<file path="config.mk">
export PLATFORM = sky130hd
export DESIGN_NAME = adu_fec_block_segmenter_core_flat
export DESIGN_NICKNAME = d
export VERILOG_FILES = /design/src/rtl/afbs_pkg.sv /design/src/rtl/afbs_if.sv /design/src/rtl/afbs_front.sv /design/src/rtl/afbs_cmd_fifo.sv /design/src/rtl/afbs_ceil_div.sv /design/src/rtl/afbs_back.sv /design/src/rtl/adu_fec_block_segmenter_core.sv /design/src/flat_wrapper.sv
export SDC_FILE = /design/constraint.sdc
export NUM_CORES = 2
export LEC_CHECK = 0
export BUFFER_PORTS_ARGS = -buffer_cell sky130_fd_sc_hd__buf_2
export CORE_UTILIZATION = 55
export DETAILED_ROUTE_END_ITERATION = 12
export PLACE_DENSITY = 0.73
export REMOVE_ABC_BUFFERS = 1
export SLEW_MARGIN = 20
export SYNTH_ARGS = -nofsm -noshare
export SYNTH_HDL_FRONTEND = slang
export SYNTH_HIERARCHICAL = 1
export SYNTH_SLANG_ARGS = --single-unit
</file>
<file path="constraint.sdc">
create_clock -name clk_i -period 10.1 [get_ports clk_i]
set_input_delay 1.515 -clock clk_i [delete_from_list [all_inputs] [get_ports clk_i]]
set_output_delay 1.515 -clock clk_i [all_outputs]
set_load 0.01 [all_outputs]
</file>
<file path="src/rtl/afbs_pkg.sv">
`timescale 1ns / 1ps

package afbs_pkg;

  // field widths of the transactions
  localparam int unsigned LEN_W     = 31;
  localparam int unsigned SZ_W      = 16;
  localparam int unsigned KIND_W    = 2;
  localparam int unsigned CFG_IDX_W = 1;
  localparam int unsigned PROD_W    = 2 * SZ_W;

  // command queue between front and back
  localparam int unsigned CMD_FIFO_DEPTH = 2;

  // register indexes
  localparam logic [CFG_IDX_W-1:0] CFG_UNIT_BYTES = 1'b0;
  localparam logic [CFG_IDX_W-1:0] CFG_MAX_UNITS  = 1'b1;

  // register reset values
  localparam logic [SZ_W-1:0] UNIT_BYTES_RST = 16'd1024;
  localparam logic [SZ_W-1:0] MAX_UNITS_RST  = 16'd64;

  typedef enum logic {
    CMD_START = 1'b0,
    CMD_NEXT  = 1'b1
  } cmd_e;

  typedef enum logic [KIND_W-1:0] {
    KIND_SUMMARY = 2'd0,
    KIND_UNIT    = 2'd1,
    KIND_IDLE    = 2'd2
  } kind_e;

  typedef struct packed {
    kind_e             kind;
    logic [LEN_W-1:0]  block_index;
    logic [SZ_W-1:0]   unit_index;
    logic [SZ_W-1:0]   unit_length;
    logic [LEN_W-1:0]  byte_offset;
    logic [SZ_W-1:0]   block_unit_count;
    logic [LEN_W-1:0]  block_bytes;
    logic [LEN_W-1:0]  total_units;
    logic [LEN_W-1:0]  total_blocks;
    logic              last_in_block;
    logic              last_in_adu;
  } res_t;

endpackage

</file>
<file path="src/rtl/afbs_if.sv">
`timescale 1ns / 1ps

// request channel: start or next
interface afbs_in_if;
  import afbs_pkg::*;
  logic             valid;
  logic             ready;
  logic             action;
  logic [LEN_W-1:0] adu_length;

  modport source (output valid, output action, output adu_length, input ready);
  modport sink (input valid, input action, input adu_length, output ready);
endinterface

// result channel: summary, descriptor or idle
interface afbs_out_if;
  import afbs_pkg::*;
  logic              valid;
  logic              ready;
  logic [KIND_W-1:0] kind;
  logic [LEN_W-1:0]  block_index;
  logic [SZ_W-1:0]   unit_index;
  logic [SZ_W-1:0]   unit_length;
  logic [LEN_W-1:0]  byte_offset;
  logic [SZ_W-1:0]   block_unit_count;
  logic [LEN_W-1:0]  block_bytes;
  logic [LEN_W-1:0]  total_units;
  logic [LEN_W-1:0]  total_blocks;
  logic              last_in_block;
  logic              last_in_adu;

  modport source (output valid, output kind, output block_index, output unit_index,
                  output unit_length, output byte_offset, output block_unit_count,
                  output block_bytes, output total_units, output total_blocks,
                  output last_in_block, output last_in_adu, input ready);
  modport sink (input valid, input kind, input block_index, input unit_index,
                input unit_length, input byte_offset, input block_unit_count,
                input block_bytes, input total_units, input total_blocks,
                input last_in_block, input last_in_adu, output ready);
endinterface

</file>
<file path="src/rtl/afbs_front.sv">
`timescale 1ns / 1ps

module afbs_front #(
  parameter int unsigned LENGTH_BITS = 31
) (
  input  logic                 clk_i,
  input  logic                 rst_ni,
  afbs_in_if.sink              in_if,
  output logic                 cmd_valid_o,
  input  logic                 cmd_ready_i,
  output afbs_pkg::cmd_e       cmd_o,
  output logic [LENGTH_BITS-1:0] cmd_len_o
);
  import afbs_pkg::*;

  logic                   valid_q;
  cmd_e                   cmd_q, cmd_d;
  logic [LENGTH_BITS-1:0] len_q, len_d;
  logic                   take;

  // stage is free when empty or draining this cycle
  assign in_if.ready = !valid_q || cmd_ready_i;
  assign take        = in_if.valid && in_if.ready;

  // classify the request, length only kept for a start
  always_comb begin
    cmd_d = in_if.action ? CMD_NEXT : CMD_START;
    len_d = (cmd_d == CMD_START) ? in_if.adu_length[LENGTH_BITS-1:0] : '0;
  end

  always_ff @(posedge clk_i or negedge rst_ni) begin
    if (!rst_ni) begin
      valid_q <= 1'b0;
    end else if (take) begin
      valid_q <= 1'b1;
    end else if (cmd_ready_i) begin
      valid_q <= 1'b0;
    end
  end

  always_ff @(posedge clk_i) begin
    if (take) begin
      cmd_q <= cmd_d;
      len_q <= len_d;
    end
  end

  assign cmd_valid_o = valid_q;
  assign cmd_o       = cmd_q;
  assign cmd_len_o   = len_q;

endmodule

</file>
<file path="src/rtl/afbs_cmd_fifo.sv">
`timescale 1ns / 1ps

module afbs_cmd_fifo #(
  parameter int unsigned WIDTH = 32,
  parameter int unsigned DEPTH = 2
) (
  input  logic             clk_i,
  input  logic             rst_ni,
  input  logic             wr_valid_i,
  output logic             wr_ready_o,
  input  logic [WIDTH-1:0] wr_data_i,
  output logic             rd_valid_o,
  input  logic             rd_ready_i,
  output logic [WIDTH-1:0] rd_data_o
);

  localparam int unsigned PtrW = (DEPTH > 1) ? $clog2(DEPTH) : 1;
  localparam int unsigned CntW = $clog2(DEPTH + 1);
  localparam logic [PtrW-1:0] LastPtr = PtrW'(DEPTH - 1);
  localparam logic [CntW-1:0] FullCnt = CntW'(DEPTH);

  logic [WIDTH-1:0] mem_q [DEPTH];
  logic [PtrW-1:0]  wr_ptr_q, rd_ptr_q;
  logic [CntW-1:0]  count_q;
  logic             push, pop;

  assign wr_ready_o = count_q != FullCnt;
  assign rd_valid_o = count_q != '0;
  assign push       = wr_valid_i && wr_ready_o;
  assign pop        = rd_valid_o && rd_ready_i;
  assign rd_data_o  = mem_q[rd_ptr_q];

  // pointers and fill level
  always_ff @(posedge clk_i or negedge rst_ni) begin
    if (!rst_ni) begin
      wr_ptr_q <= '0;
      rd_ptr_q <= '0;
      count_q  <= '0;
    end else begin
      if (push) begin
        wr_ptr_q <= (wr_ptr_q == LastPtr) ? '0 : wr_ptr_q + 1'b1;
      end
      if (pop) begin
        rd_ptr_q <= (rd_ptr_q == LastPtr) ? '0 : rd_ptr_q + 1'b1;
      end
      unique case ({push, pop})
        2'b10:   count_q <= count_q + 1'b1;
        2'b01:   count_q <= count_q - 1'b1;
        default: count_q <= count_q;
      endcase
    end
  end

  // storage
  always_ff @(posedge clk_i) begin
    if (push) begin
      mem_q[wr_ptr_q] <= wr_data_i;
    end
  end

`ifndef SYNTHESIS
  a_count_bound: assert property (@(posedge clk_i) disable iff (!rst_ni)
    count_q <= FullCnt)
    else $error("command queue overfilled");
`endif

endmodule

</file>
<file path="src/rtl/afbs_ceil_div.sv">
`timescale 1ns / 1ps

module afbs_ceil_div (
  input  logic                       clk_i,
  input  logic                       rst_ni,
  input  logic                       start_i,
  input  logic [afbs_pkg::LEN_W-1:0] dividend_i,
  input  logic [afbs_pkg::SZ_W-1:0]  divisor_i,
  output logic                       done_o,
  output logic [afbs_pkg::LEN_W-1:0] quotient_o
);
  import afbs_pkg::*;

  localparam int unsigned Steps = LEN_W;
  localparam int unsigned CntW  = $clog2(Steps + 1);

  logic              busy_q, done_q;
  logic [CntW-1:0]   cnt_q;
  logic [LEN_W-1:0]  dvd_q, dvd_d;
  logic [SZ_W-1:0]   rem_q, rem_d;
  logic [SZ_W-1:0]   dvs_q;
  logic [SZ_W:0]     shifted;
  logic              ge;

  // one restoring step per cycle, quotient bits shift in from the right
  always_comb begin
    shifted = {rem_q, dvd_q[LEN_W-1]};
    ge      = shifted >= {1'b0, dvs_q};
    rem_d   = ge ? SZ_W'(shifted - {1'b0, dvs_q}) : shifted[SZ_W-1:0];
    dvd_d   = {dvd_q[LEN_W-2:0], ge};
  end

  always_ff @(posedge clk_i or negedge rst_ni) begin
    if (!rst_ni) begin
      busy_q <= 1'b0;
      done_q <= 1'b0;
      cnt_q  <= '0;
    end else if (start_i) begin
      busy_q <= 1'b1;
      done_q <= 1'b0;
      cnt_q  <= CntW'(Steps);
    end else if (busy_q) begin
      cnt_q <= cnt_q - 1'b1;
      if (cnt_q == CntW'(1)) begin
        busy_q <= 1'b0;
        done_q <= 1'b1;
      end
    end else begin
      done_q <= 1'b0;
    end
  end

  always_ff @(posedge clk_i) begin
    if (start_i) begin
      dvd_q <= dividend_i;
      rem_q <= '0;
      dvs_q <= divisor_i;
    end else if (busy_q) begin
      dvd_q <= dvd_d;
      rem_q <= rem_d;
    end
  end

  // round up when a remainder is left
  assign done_o     = done_q;
  assign quotient_o = dvd_q + LEN_W'(rem_q != '0);

`ifndef SYNTHESIS
  a_no_restart: assert property (@(posedge clk_i) disable iff (!rst_ni)
    start_i |-> !busy_q)
    else $error("divider restarted while busy");
`endif

endmodule

</file>
<file path="src/rtl/afbs_back.sv">
`timescale 1ns / 1ps

module afbs_back #(
  parameter int unsigned LENGTH_BITS = 31
) (
  input  logic                        clk_i,
  input  logic                        rst_ni,
  input  logic [afbs_pkg::SZ_W-1:0]   unit_bytes_i,
  input  logic [afbs_pkg::SZ_W-1:0]   max_units_i,
  input  logic                        cmd_valid_i,
  output logic                        cmd_ready_o,
  input  afbs_pkg::cmd_e              cmd_i,
  input  logic [LENGTH_BITS-1:0]      cmd_len_i,
  output logic                        res_valid_o,
  input  logic                        res_ready_i,
  output afbs_pkg::res_t              res_o
);
  import afbs_pkg::*;

  typedef enum logic [3:0] {
    ST_IDLE = 4'b0001,
    ST_DIVU = 4'b0010,
    ST_DIVB = 4'b0100,
    ST_SUM  = 4'b1000
  } state_e;

  state_e            state_q, state_d;
  logic              pending_q, pending_d;
  logic [LEN_W-1:0]  rem_bytes_q, rem_bytes_d;
  logic [LEN_W-1:0]  rem_units_q, rem_units_d;
  logic [LEN_W-1:0]  next_off_q, next_off_d;
  logic [LEN_W-1:0]  cur_block_q, cur_block_d;
  logic [SZ_W-1:0]   uib_q, uib_d;
  logic [SZ_W-1:0]   utb_q, utb_d;
  logic [LEN_W-1:0]  btb_q, btb_d;
  logic [LEN_W-1:0]  unit_total_q, unit_total_d;
  logic [LEN_W-1:0]  block_total_q, block_total_d;
  logic [SZ_W-1:0]   lat_p_q, lat_p_d;
  logic [SZ_W-1:0]   lat_k_q, lat_k_d;
  logic [PROD_W-1:0] kp_q, kp_d;
  res_t              res_q, res_d;
  logic              res_valid_q, res_load;

  logic              slot_free;
  logic [SZ_W-1:0]   p_eff, k_eff;
  logic              div_start, div_done;
  logic [LEN_W-1:0]  div_dvd, div_quo;
  logic [SZ_W-1:0]   div_dvs;

  // block opening and unit step
  logic              full_block;
  logic [SZ_W-1:0]   ob_units;
  logic [LEN_W-1:0]  ob_bytes;
  logic              uib_zero;
  logic [SZ_W-1:0]   utb;
  logic [LEN_W-1:0]  btb;
  logic [SZ_W-1:0]   ulen;
  logic              lib, lia;

  assign slot_free   = !res_valid_q || res_ready_i;
  assign cmd_ready_o = (state_q == ST_IDLE) && slot_free;
  assign p_eff       = (unit_bytes_i == '0) ? SZ_W'(1) : unit_bytes_i;
  assign k_eff       = (max_units_i == '0) ? SZ_W'(1) : max_units_i;

  afbs_ceil_div u_div (
    .clk_i      (clk_i),
    .rst_ni     (rst_ni),
    .start_i    (div_start),
    .dividend_i (div_dvd),
    .divisor_i  (div_dvs),
    .done_o     (div_done),
    .quotient_o (div_quo)
  );

  // a block is full-size unless the remaining units fit in it;
  // a partial block carries all remaining bytes
  always_comb begin
    full_block = rem_units_q > LEN_W'(lat_k_q);
    ob_units   = full_block ? lat_k_q : rem_units_q[SZ_W-1:0];
    ob_bytes   = full_block ? kp_q[LEN_W-1:0] : rem_bytes_q;
    uib_zero   = uib_q == '0;
    utb        = uib_zero ? ob_units : utb_q;
    btb        = uib_zero ? ob_bytes : btb_q;
    ulen       = (rem_bytes_q < LEN_W'(lat_p_q)) ? rem_bytes_q[SZ_W-1:0] : lat_p_q;
    lib        = ({1'b0, uib_q} + (SZ_W+1)'(1)) >= {1'b0, utb};
    lia        = rem_units_q <= LEN_W'(1);
  end

  // sequencing of start and next commands
  always_comb begin
    state_d       = state_q;
    pending_d     = pending_q;
    rem_bytes_d   = rem_bytes_q;
    rem_units_d   = rem_units_q;
    next_off_d    = next_off_q;
    cur_block_d   = cur_block_q;
    uib_d         = uib_q;
    utb_d         = utb_q;
    btb_d         = btb_q;
    unit_total_d  = unit_total_q;
    block_total_d = block_total_q;
    lat_p_d       = lat_p_q;
    lat_k_d       = lat_k_q;
    kp_d          = kp_q;
    div_start     = 1'b0;
    div_dvd       = LEN_W'(cmd_len_i);
    div_dvs       = p_eff;
    res_load      = 1'b0;
    res_d         = '0;

    unique case (state_q)
      ST_IDLE: begin
        if (cmd_valid_i && cmd_ready_o) begin
          if (cmd_i == CMD_START) begin
            lat_p_d     = p_eff;
            lat_k_d     = k_eff;
            kp_d        = {{SZ_W{1'b0}}, p_eff} * {{SZ_W{1'b0}}, k_eff};
            rem_bytes_d = LEN_W'(cmd_len_i);
            div_start   = 1'b1;
            state_d     = ST_DIVU;
          end else if (!pending_q) begin
            res_load   = 1'b1;
            res_d.kind = KIND_IDLE;
          end else begin
            res_load               = 1'b1;
            res_d.kind             = KIND_UNIT;
            res_d.block_index      = cur_block_q;
            res_d.unit_index       = uib_q;
            res_d.unit_length      = ulen;
            res_d.byte_offset      = next_off_q;
            res_d.block_unit_count = utb;
            res_d.block_bytes      = btb;
            res_d.total_units      = unit_total_q;
            res_d.total_blocks     = block_total_q;
            res_d.last_in_block    = lib;
            res_d.last_in_adu      = lia;
            utb_d       = utb;
            btb_d       = btb;
            rem_bytes_d = rem_bytes_q - LEN_W'(ulen);
            rem_units_d = lia ? '0 : rem_units_q - 1'b1;
            next_off_d  = next_off_q + LEN_W'(ulen);
            if (lib || lia) begin
              uib_d       = '0;
              cur_block_d = cur_block_q + 1'b1;
            end else begin
              uib_d = uib_q + 1'b1;
            end
            if (lia) begin
              pending_d = 1'b0;
            end
          end
        end
      end
      ST_DIVU: begin
        if (div_done) begin
          rem_units_d  = div_quo;
          unit_total_d = div_quo;
          pending_d    = div_quo != '0;
          div_start    = 1'b1;
          div_dvd      = div_quo;
          div_dvs      = lat_k_q;
          state_d      = ST_DIVB;
        end
      end
      ST_DIVB: begin
        if (div_done) begin
          block_total_d = div_quo;
          next_off_d    = '0;
          cur_block_d   = '0;
          uib_d         = '0;
          state_d       = ST_SUM;
        end
      end
      ST_SUM: begin
        if (slot_free) begin
          utb_d                  = ob_units;
          btb_d                  = ob_bytes;
          res_load               = 1'b1;
          res_d.kind             = KIND_SUMMARY;
          res_d.block_unit_count = ob_units;
          res_d.block_bytes      = ob_bytes;
          res_d.total_units      = unit_total_q;
          res_d.total_blocks     = block_total_q;
          state_d                = ST_IDLE;
        end
      end
      default: begin
        state_d = ST_IDLE;
      end
    endcase
  end

  always_ff @(posedge clk_i or negedge rst_ni) begin
    if (!rst_ni) begin
      state_q       <= ST_IDLE;
      pending_q     <= 1'b0;
      rem_bytes_q   <= '0;
      rem_units_q   <= '0;
      next_off_q    <= '0;
      cur_block_q   <= '0;
      uib_q         <= '0;
      utb_q         <= '0;
      btb_q         <= '0;
      unit_total_q  <= '0;
      block_total_q <= '0;
      lat_p_q       <= UNIT_BYTES_RST;
      lat_k_q       <= MAX_UNITS_RST;
      kp_q          <= PROD_W'(UNIT_BYTES_RST) * PROD_W'(MAX_UNITS_RST);
      res_valid_q   <= 1'b0;
    end else begin
      state_q       <= state_d;
      pending_q     <= pending_d;
      rem_bytes_q   <= rem_bytes_d;
      rem_units_q   <= rem_units_d;
      next_off_q    <= next_off_d;
      cur_block_q   <= cur_block_d;
      uib_q         <= uib_d;
      utb_q         <= utb_d;
      btb_q         <= btb_d;
      unit_total_q  <= unit_total_d;
      block_total_q <= block_total_d;
      lat_p_q       <= lat_p_d;
      lat_k_q       <= lat_k_d;
      kp_q          <= kp_d;
      if (res_load) begin
        res_valid_q <= 1'b1;
      end else if (res_ready_i) begin
        res_valid_q <= 1'b0;
      end
    end
  end

  // output register
  always_ff @(posedge clk_i) begin
    if (res_load) begin
      res_q <= res_d;
    end
  end

  assign res_valid_o = res_valid_q;
  assign res_o       = res_q;

`ifndef SYNTHESIS
  a_pending_units: assert property (@(posedge clk_i) disable iff (!rst_ni)
    (pending_q && state_q == ST_IDLE) |-> rem_units_q != '0)
    else $error("pending with no units left");
  a_div_done_state: assert property (@(posedge clk_i) disable iff (!rst_ni)
    div_done |-> (state_q == ST_DIVU || state_q == ST_DIVB))
    else $error("division finished outside a start sequence");
  a_unit_in_block: assert property (@(posedge clk_i) disable iff (!rst_ni)
    (pending_q && state_q == ST_IDLE && uib_q != '0) |-> uib_q < utb_q)
    else $error("unit index ran past its block");
`endif

endmodule

</file>
<file path="src/rtl/adu_fec_block_segmenter_core.sv">
`timescale 1ns / 1ps

// ADU segmenter: cuts an ADU into data units and groups them into FEC blocks.
// adu_in carries requests: action 0 starts an ADU of adu_length bytes, action 1
// asks for the next unit descriptor. desc_out carries one result per request:
// a start summary, a unit descriptor, or an idle result when nothing is pending.
// The config port writes the unit byte limit (index 0) and max_units_per_block
// (index 1); new values are latched by the next start.
// A request passes an input stage and a two-entry command queue before the
// execution unit; descriptors stream at one per cycle while the receiver is ready
// and no start is in progress.
// A start runs two serial ceiling divisions of 31 steps each (one quotient bit
// per cycle) before its summary leaves, and requests queued behind it wait.
// Reset clears all progress, the registers return to 1024 and 64, no ADU is
// pending. When the receiver stalls, the result register holds its transaction,
// the queue fills and adu_in.ready drops.
module adu_fec_block_segmenter_core #(
  parameter int unsigned LENGTH_BITS = 31
) (
  input  logic                           clk_i,
  input  logic                           rst_ni,
  input  logic                           cfg_we_i,
  input  logic [afbs_pkg::CFG_IDX_W-1:0] cfg_idx_i,
  input  logic [afbs_pkg::SZ_W-1:0]      cfg_wdata_i,
  afbs_in_if.sink                        adu_in,
  afbs_out_if.source                     desc_out
);
  import afbs_pkg::*;

  localparam int unsigned CmdW = LENGTH_BITS + 1;

  logic [SZ_W-1:0]        unit_bytes_q;
  logic [SZ_W-1:0]        max_units_q;

  logic                   fr_valid, fr_ready;
  cmd_e                   fr_cmd;
  logic [LENGTH_BITS-1:0] fr_len;
  logic                   q_valid, q_ready;
  logic [CmdW-1:0]        q_data;
  logic                   res_valid;
  res_t                   res;

  // configuration registers
  always_ff @(posedge clk_i or negedge rst_ni) begin
    if (!rst_ni) begin
      unit_bytes_q <= UNIT_BYTES_RST;
      max_units_q  <= MAX_UNITS_RST;
    end else if (cfg_we_i) begin
      unique case (cfg_idx_i)
        CFG_UNIT_BYTES: unit_bytes_q <= cfg_wdata_i;
        CFG_MAX_UNITS:  max_units_q  <= cfg_wdata_i;
        default:        unit_bytes_q <= unit_bytes_q;
      endcase
    end
  end

  afbs_front #(
    .LENGTH_BITS (LENGTH_BITS)
  ) u_front (
    .clk_i       (clk_i),
    .rst_ni      (rst_ni),
    .in_if       (adu_in),
    .cmd_valid_o (fr_valid),
    .cmd_ready_i (fr_ready),
    .cmd_o       (fr_cmd),
    .cmd_len_o   (fr_len)
  );

  afbs_cmd_fifo #(
    .WIDTH (CmdW),
    .DEPTH (CMD_FIFO_DEPTH)
  ) u_fifo (
    .clk_i      (clk_i),
    .rst_ni     (rst_ni),
    .wr_valid_i (fr_valid),
    .wr_ready_o (fr_ready),
    .wr_data_i  ({fr_cmd, fr_len}),
    .rd_valid_o (q_valid),
    .rd_ready_i (q_ready),
    .rd_data_o  (q_data)
  );

  afbs_back #(
    .LENGTH_BITS (LENGTH_BITS)
  ) u_back (
    .clk_i          (clk_i),
    .rst_ni         (rst_ni),
    .unit_bytes_i   (unit_bytes_q),
    .max_units_i    (max_units_q),
    .cmd_valid_i    (q_valid),
    .cmd_ready_o    (q_ready),
    .cmd_i          (cmd_e'(q_data[LENGTH_BITS])),
    .cmd_len_i      (q_data[LENGTH_BITS-1:0]),
    .res_valid_o    (res_valid),
    .res_ready_i    (desc_out.ready),
    .res_o          (res)
  );

  // result transaction onto the output channel
  assign desc_out.valid            = res_valid;
  assign desc_out.kind             = res.kind;
  assign desc_out.block_index      = res.block_index;
  assign desc_out.unit_index       = res.unit_index;
  assign desc_out.unit_length      = res.unit_length;
  assign desc_out.byte_offset      = res.byte_offset;
  assign desc_out.block_unit_count = res.block_unit_count;
  assign desc_out.block_bytes      = res.block_bytes;
  assign desc_out.total_units      = res.total_units;
  assign desc_out.total_blocks     = res.total_blocks;
  assign desc_out.last_in_block    = res.last_in_block;
  assign desc_out.last_in_adu      = res.last_in_adu;

endmodule
</file>
<file path="src/flat_wrapper.sv">
// flat-port wrapper written by rule: the top's interface ports become plain ports
module adu_fec_block_segmenter_core_flat import afbs_pkg::*;
#(
  parameter int unsigned LENGTH_BITS = 31
)
  (clk_i, rst_ni, cfg_we_i, cfg_idx_i, cfg_wdata_i, adu_in_valid, adu_in_action, adu_in_adu_length, adu_in_ready, desc_out_valid, desc_out_kind, desc_out_block_index, desc_out_unit_index, desc_out_unit_length, desc_out_byte_offset, desc_out_block_unit_count, desc_out_block_bytes, desc_out_total_units, desc_out_total_blocks, desc_out_last_in_block, desc_out_last_in_adu, desc_out_ready);
  afbs_in_if adu_in_i ();
  afbs_out_if desc_out_i ();
  input  logic clk_i;
  input  logic rst_ni;
  input  logic cfg_we_i;
  input  logic [afbs_pkg::CFG_IDX_W-1:0] cfg_idx_i;
  input  logic [afbs_pkg::SZ_W-1:0] cfg_wdata_i;
  input wire logic [$bits(adu_in_i.valid)-1:0] adu_in_valid;
  input wire logic [$bits(adu_in_i.action)-1:0] adu_in_action;
  input wire logic [$bits(adu_in_i.adu_length)-1:0] adu_in_adu_length;
  output wire logic [$bits(adu_in_i.ready)-1:0] adu_in_ready;
  output wire logic [$bits(desc_out_i.valid)-1:0] desc_out_valid;
  output wire logic [$bits(desc_out_i.kind)-1:0] desc_out_kind;
  output wire logic [$bits(desc_out_i.block_index)-1:0] desc_out_block_index;
  output wire logic [$bits(desc_out_i.unit_index)-1:0] desc_out_unit_index;
  output wire logic [$bits(desc_out_i.unit_length)-1:0] desc_out_unit_length;
  output wire logic [$bits(desc_out_i.byte_offset)-1:0] desc_out_byte_offset;
  output wire logic [$bits(desc_out_i.block_unit_count)-1:0] desc_out_block_unit_count;
  output wire logic [$bits(desc_out_i.block_bytes)-1:0] desc_out_block_bytes;
  output wire logic [$bits(desc_out_i.total_units)-1:0] desc_out_total_units;
  output wire logic [$bits(desc_out_i.total_blocks)-1:0] desc_out_total_blocks;
  output wire logic [$bits(desc_out_i.last_in_block)-1:0] desc_out_last_in_block;
  output wire logic [$bits(desc_out_i.last_in_adu)-1:0] desc_out_last_in_adu;
  input wire logic [$bits(desc_out_i.ready)-1:0] desc_out_ready;
  assign adu_in_i.valid = adu_in_valid;
  assign adu_in_i.action = adu_in_action;
  assign adu_in_i.adu_length = adu_in_adu_length;
  assign adu_in_ready = adu_in_i.ready;
  assign desc_out_valid = desc_out_i.valid;
  assign desc_out_kind = desc_out_i.kind;
  assign desc_out_block_index = desc_out_i.block_index;
  assign desc_out_unit_index = desc_out_i.unit_index;
  assign desc_out_unit_length = desc_out_i.unit_length;
  assign desc_out_byte_offset = desc_out_i.byte_offset;
  assign desc_out_block_unit_count = desc_out_i.block_unit_count;
  assign desc_out_block_bytes = desc_out_i.block_bytes;
  assign desc_out_total_units = desc_out_i.total_units;
  assign desc_out_total_blocks = desc_out_i.total_blocks;
  assign desc_out_last_in_block = desc_out_i.last_in_block;
  assign desc_out_last_in_adu = desc_out_i.last_in_adu;
  assign desc_out_i.ready = desc_out_ready;
  adu_fec_block_segmenter_core #(.LENGTH_BITS(LENGTH_BITS)) u_core (.clk_i(clk_i), .rst_ni(rst_ni), .cfg_we_i(cfg_we_i), .cfg_idx_i(cfg_idx_i), .cfg_wdata_i(cfg_wdata_i), .adu_in(adu_in_i), .desc_out(desc_out_i));
endmodule
</file>
# After elaboration in Yosys (flattened, before gate mapping)
# Memories as Yosys holds them, arrays and structs flattened.
# Index checks and enable logic that the tools add are counted.
[totals] n_memories=1 mem_bits_rw=64 elab_cells=208 rom_bits=0 register_bits=664 latchBits=0 in_bits=54 out_inout_bits=209
[op_classes] div=0 reduce_logical=36 n_shift=0 magnitude_cmp=5 mux=92 n_bitwise=2 n_mul=1 n_eq_ne=18 add_sub_neg=13
[memory_table] name="u_core.u_fifo.mem_q" depth=2 width=32 read_ports=1 rd_ports_with_merged_regs=0 write_ports=1 line="afbs_cmd_fifo.sv:22" rtl="logic [WIDTH-1:0] mem_q [DEPTH];"
[op_table] cell="31-bit 2-to-1 mux" count=25
[op_table] cell="111-bit 2-to-1 mux" count=3
[op_table] cell="16-bit 2-to-1 mux" count=17
[op_table] cell="31-bit case mux with 2 select lines" count=4
[op_table] cell="109-bit case mux with 2 select lines" count=1
[op_table] cell="109-bit 2-to-1 mux" count=1
[op_table] cell="16-bit case mux with 2 select lines" count=2
[op_table] cell="16-bit logical NOT" count=3
[op_table] cell="17-bit by 16-bit greater-or-equal comparator with 1-bit output" count=2
[op_table] cell="31-bit by 1-bit adder with 31-bit output" count=1
[op_table] cell="31-bit by 1-bit adder with 31-bit output, second input constant" count=1
[op_table] cell="31-bit by 16-bit adder with 31-bit output" count=1
[op_table] cell="31-bit by 16-bit > comparator with 1-bit output" count=1
[op_table] cell="31-bit by 1-bit <= comparator with 1-bit output, second input constant" count=1
[op_table] cell="31-bit by 16-bit less-than comparator with 1-bit output" count=1
[op_table] cell="16-bit by 16-bit multiplier with 31-bit output" count=1
[op_table] cell="31-bit nonzero test" count=1
[op_table] cell="31-bit by 1-bit subtractor with 31-bit output, second input constant" count=1
[op_table] cell="31-bit by 16-bit subtractor with 31-bit output" count=1
[op_table] cell="1-bit 2-to-1 mux" count=26
[op_table] cell="4-bit 2-to-1 mux" count=5
[op_table] cell="5-bit AND reduction" count=4
[op_table] cell="16-bit by 1-bit adder with 17-bit output, second input constant" count=1
[op_table] cell="16-bit by 1-bit adder with 16-bit output, second input constant" count=1
[op_table] cell="other kinds (30)" count=62

# Logic depth before layout (Yosys ltp)
[depth] word_depth=10 mapped_depth=26 ltp_nobuf=24

# By module
# The synthesis kept the hierarchy.
[by_module_without_submodules] mod="afbs_back" instances=1 area_each_um2=34906.0 cells_each=3732
[by_module_without_submodules] mod="afbs_ceil_div" instances=1 area_each_um2=4364.2 cells_each=416
[by_module_without_submodules] mod="afbs_cmd_fifo" instances=1 area_each_um2=2522.4 cells_each=117
[by_module_without_submodules] mod="adu_fec_block_segmenter_core" instances=1 area_each_um2=1255.0 cells_each=69
[by_module_without_submodules] mod="afbs_front" instances=1 area_each_um2=1239.9 cells_each=70

# Least setup slack after synthesis
# Ideal clock, no wire load.
[synth_path] path_kind="input to register" startpoint="input port desc_out_ready" endpoint="register u_core.u_back.res_q, in the netlist u_core/u_back/res_o[0], enable pin" setup_ns=1.646 t_arrival_ns=5.872 cell_stages=5 required_ns=8.454 slack_ns=2.582 path_cell_list="nand2b_1 > nand4b_1 > clkbuf_1 > buf_1 > nand2_1"
[synth_between] elab_chain_len=5 word_cells_on_any_way=6
[synth_rtl] item="from (decl)" line="flat_wrapper.sv:30" rtl="input wire logic [$bits(desc_out_i.ready)-1:0] desc_out_ready;"
[synth_rtl] item="1-bit logical OR *" line="afbs_back.sv:60" rtl="assign slot_free = !res_valid_q || res_ready_i;"
[synth_rtl] item="1-bit logical AND" line="afbs_back.sv:61" rtl="assign cmd_ready_o = (state_q == ST_IDLE) && slot_free;"
[synth_rtl] item="1-bit logical AND" line="afbs_back.sv:113" rtl="if (cmd_valid_i && cmd_ready_o) begin"
[synth_rtl] item="1-bit 2-to-1 mux" line="afbs_back.sv:113"
[synth_rtl] item="1-bit case mux with 2 select lines *" line="afbs_back.sv:111" rtl="unique case (state_q)"
[synth_rtl] item="via u_core.u_back.res_load" line="afbs_back.sv:42" rtl="logic res_valid_q, res_load;"
[synth_rtl] item="to (signal assigned)" line="afbs_back.sv:236" rtl="res_q <= res_d;"
[synth_rtl] item="to (decl)" line="afbs_back.sv:41" rtl="res_t res_q, res_d;"
# Mark *: on every way through the listed nets, which the timed path passes. The rest lies on a longest branch.
# A chain may end at the register's enable or synchronous reset.

# Worst setup path after layout
[layout_path] startpoint="register u_core.unit_bytes_q[9]" endpoint="register u_core.u_back.kp_q[29]"
[layout_between] elab_chain_len=3
[layout_rtl] item="from (decl)" line="adu_fec_block_segmenter_core.sv:32" rtl="logic [SZ_W-1:0] unit_bytes_q;"
[layout_rtl] item="from (signal assigned)" line="adu_fec_block_segmenter_core.sv:50" rtl="CFG_UNIT_BYTES: unit_bytes_q <= cfg_wdata_i;"
[layout_rtl] item="from (signal assigned)" line="adu_fec_block_segmenter_core.sv:52" rtl="default: unit_bytes_q <= unit_bytes_q;"
[layout_rtl] item="16-bit logical NOT" line="afbs_back.sv:62" rtl="assign p_eff = (unit_bytes_i == '0) ? SZ_W'(1) : unit_bytes_i;"
[layout_rtl] item="16-bit 2-to-1 mux *" line="afbs_back.sv:62"
[layout_rtl] item="16-bit by 16-bit multiplier with 31-bit output *" line="afbs_back.sv:117" rtl="kp_d = {{SZ_W{1'b0}}, p_eff} * {{SZ_W{1'b0}}, k_eff};"
[layout_rtl] item="to (signal assigned)" line="afbs_back.sv:208" rtl="kp_q <= PROD_W'(UNIT_BYTES_RST) * PROD_W'(MAX_UNITS_RST);"
[layout_rtl] item="to (signal assigned)" line="afbs_back.sv:224" rtl="kp_q <= kp_d;"
[layout_rtl] item="to (decl)" line="afbs_back.sv:40" rtl="logic [PROD_W-1:0] kp_q, kp_d;"
# Every way passes the cells marked *; elsewhere a longest branch is shown, timed or not.

==> run_results.csv <==
group,metric,value,unit
floorplan,core-area,79400,um2
detailed_routing,vias_per_cell,5.99,
job,maxCapViolations,0,
timing,slew_viol_final,0,
clock_tree,post_cts_resize_count,0,
detailed_routing,dr.first_iter.drc_count,3297,
timing,tns,0,ns
floorplan,die_w,286,um
detailed_routing,drc_errors,0,
synthesis,synth_warnings,6,
synthesis,synth-simple-area-share,18.0,%
detailed_routing,wl_per_cell,21.1,um
placed_design,dp_slack,3.04,ns
timing,slew_headroom,19.7,%
critical_path,r2r_setup_slack,2.92,ns
detailed_routing,ant_nets,0,
detailed_routing,vias,33880,
synthesis,synth.top_cell.area_share,23.7,%
critical_path,criticalPathCategory,"flop to flop",
synthesis,synthAdderAreaFrac,14.7,%
synthesis,seq_area_frac_synth,44.9,%
run_status,outcome,"finished clean",
timing,max_freq,0.139,GHz
global_routing,grt_pass1_wl,187000,um
clock_tree,clock_path_buffers,3,
timing,finalHoldViolations,0,
placed_design,portBuffers,262,
layout,syn_to_final_growth,10.5,%
synthesis,synth-edff-count,350,
synthesis,synth_top_family_by_area,"simple AND/OR/NAND/NOR gates",
layout,drive_gt1_share,12.6,%
synthesis,yosysUniqueCellTypes,99,
clock_tree,clockRootBuffer,"clkbuf_16",
synthesis,syn-cell-area,44300,um2
floorplan,die-area,81700,um2
layout,num-nets-final,4996,
synthesis,synth.ff_latch_count,728,
critical_path,critPathLaunchType,"flop",
global_routing,track_usage,29.4,%
synthesis,synthMuxAreaShare,3.20,%
critical_path,path_max_fanout,20,
critical_path,reg2reg_from,"u_core/unit_bytes_q[9]$_DFFE_PN0P_",
critical_path,arrival,7.68,ns
critical_path,rr_worst_depth,22,
floorplan,fp-row-count,103,
clock_tree,post_cts.repair.setup_buffers,0,
timing,min_period_over_period,71.1,%
critical_path,end_kind,"flop",
synthesis,post_synth.cell_area_avg,10.1,um2
clock_tree,insertion_delay,0.66,ns
floorplan,start_util,55.8,%
synthesis,yosysTopAreaCell,"edfxtp_1",
placed_design,gp_congestion,0.934,
clock_tree,cts_buffers,79,
global_routing,grt_start_max_net_pins,175,
critical_path,cp-endpoint,"u_core/u_back/kp_q[29]$_DFFE_PN0P_",
critical_path,crit_required,10.60,ns
critical_path,r2r_end,"u_core/u_back/kp_q[29]$_DFFE_PN0P_",
clock_tree,h-tree-depth,3,
layout,largest_reg_flops,207,
floorplan,io_pins,263,
global_routing,grt_pass1_vias,33155,
critical_path,crit_start,"u_core/unit_bytes_q[9]$_DFFE_PN0P_",
synthesis,synth_cells,4404,
synthesis,synth_compound_area_share,11.4,%
hold_path,hold_path_class,"flop to flop",
timing,tightest_slew,1.20,ns
clock_tree,clkTransAtPathRegs,0.06,ns
clock_tree,holdBufCountCts,0,
detailed_routing,dr.pass1.iters,5,
timing,worst_slack,2.92,ns
layout,nFillCells,6568,
timing,hold_ws,0.445,ns
global_routing,overflow,0,
synthesis,yosys-top-cells-count,"653 x nand2_1, 356 x dfrtp_1, 350 x edfxtp_1",
timing,skew,0.0600,ns
synthesis,synth_xor_xnor_area_share,2.81,%
synthesis,async_flop_share,49.7,%
floorplan,die_h,286,um
synthesis,synth_area_leaders,"edfxtp_1 24%, dfrtp_1 20%, fa_1 8.9%, ha_1 5.8%, nand2_1 5.5%",
clock_tree,cts.sinks,728,
detailed_routing,drt-total-wl,120000,um
placed_design,dp.final_hpwl,84500,um
synthesis,synth_most_common_cell,"nand2_1",
global_routing,antenna_found_initial,1,
timing,layout_min_cycle_time,7.18,ns
timing,finalSetupViolations,0,
synthesis,synth_flop_cell,"dfrtp_1",
clock_tree,cts_tree,"yes",
timing,rsz0062_at_grt,"no",
## placed cells by master (no fill, tap or decap), drive strengths merged, types with 11 or more instances in the layout
master and count:
a21o 58, a21oi 215, a22oi 29, a31oi 11, a32o 15, a32oi 17
and2 222, and3 105, and4 12, buf 301, clkbuf 97, clkinv 33
dfrtp 356, dfxtp 16, edfxtp 350, fa 196, ha 205, inv 318
mux2 95, mux2i 31, nand2 655, nand2b 51, nand3 107, nand4 37
nor2 232, nor2b 55, nor3 43, nor4 48, o211ai 13, o21a 20
o21ai 291, o22ai 32, o31ai 27, or3 21, xnor2 89, xor2 53
## logic make-up after synthesis
kind of cell             Yosys count
AO/OA/AOI/OAI                    821
XOR/XNOR                         142
adder cells (fa/ha/maj)          401
buffers and inverters            560
flip-flops                       728
multiplexers                     126
AND/OR/NAND/NOR                 1626
## metrics by stage
step | instances | util [%] | area (um2)
after global routing | 5658 | 61.6 | 48900
after detailed placement | 5510 | 58.3 | 46300
after CTS | 5658 | 61.6 | 48900
after floorplan | 4159 | - | 43300
final | 5659 | 61.6 | 48900
after global placement | 5510 | 58.3 | 46300
## area by class of cell
cell class / count / area (um2) / share of cell area [%]
Timing Repair Buffer: 301 / 1630 / 3.32
Clock inverter: 51 / 517 / 1.06
Inverter: 315 / 1180 / 2.42
Antenna cell: 1 / 2.50 / 0.00511
Multi-Input combinational cell: 3116 / 22300 / 45.5
Clock buffer: 97 / 2140 / 4.37
Sequential cell: 728 / 19900 / 40.7
Tap cell: 1050 / 1310 / 2.68
## routing by layer
metal	up-vias	track usage, %	routed length, um	part of all wire, %
met2	1389	46.3	55300	46
met1	16777	40.8	50200	42
met4	0	12.8	5590	4.7
li1	15461	-	-	-
met3	253	4.27	8610	7.2
met5	-	0	0	0
## worst max-delay path, stage by stage (launching register included)
cell	delay, ns
dfrtp_1	0.66
nor4_1	0.41
a41oi_1	0.16
buf_4	0.24
nand2b_1	0.19
fa_1	0.45
inv_1	0.08
fa_1	0.44
fa_1	0.52
fa_1	0.52
fa_1	0.55
inv_1	0.05
fa_1	0.53
inv_1	0.04
ha_1	0.38
a21oi_1	0.17
o21ai_0	0.12
a221oi_1	0.44
a31oi_1	0.20
o41ai_1	0.41
o21ai_0	0.20
xnor2_1	0.16
o21ai_0	0.10
## worst min path at each step
stage                                               startpoint                              endpoint  slack [ns]  cells past startpoint
global route        u_core/u_front/cmd_len_o[18]$_SDFFCE_PP0P_  u_core/u_fifo/mem_q[0][18]$_DFFE_PP_        0.46                      0
floorplan            u_core/u_front/cmd_len_o[0]$_SDFFCE_PP0P_   u_core/u_fifo/mem_q[0][0]$_DFFE_PP_        0.42                      0
CTS                 u_core/u_front/cmd_len_o[21]$_SDFFCE_PP0P_  u_core/u_fifo/mem_q[1][21]$_DFFE_PP_        0.45                      0
detailed placement  u_core/u_front/cmd_len_o[21]$_SDFFCE_PP0P_  u_core/u_fifo/mem_q[0][21]$_DFFE_PP_        0.43                      0
finish              u_core/u_front/cmd_len_o[21]$_SDFFCE_PP0P_  u_core/u_fifo/mem_q[1][21]$_DFFE_PP_        0.45                      0
global placement    u_core/u_front/cmd_len_o[29]$_SDFFCE_PP0P_  u_core/u_fifo/mem_q[0][29]$_DFFE_PP_        0.43                      0
Power is not shown: default switching activity piles up to over one toggle a cycle in this logic, so the estimate is an artifact.
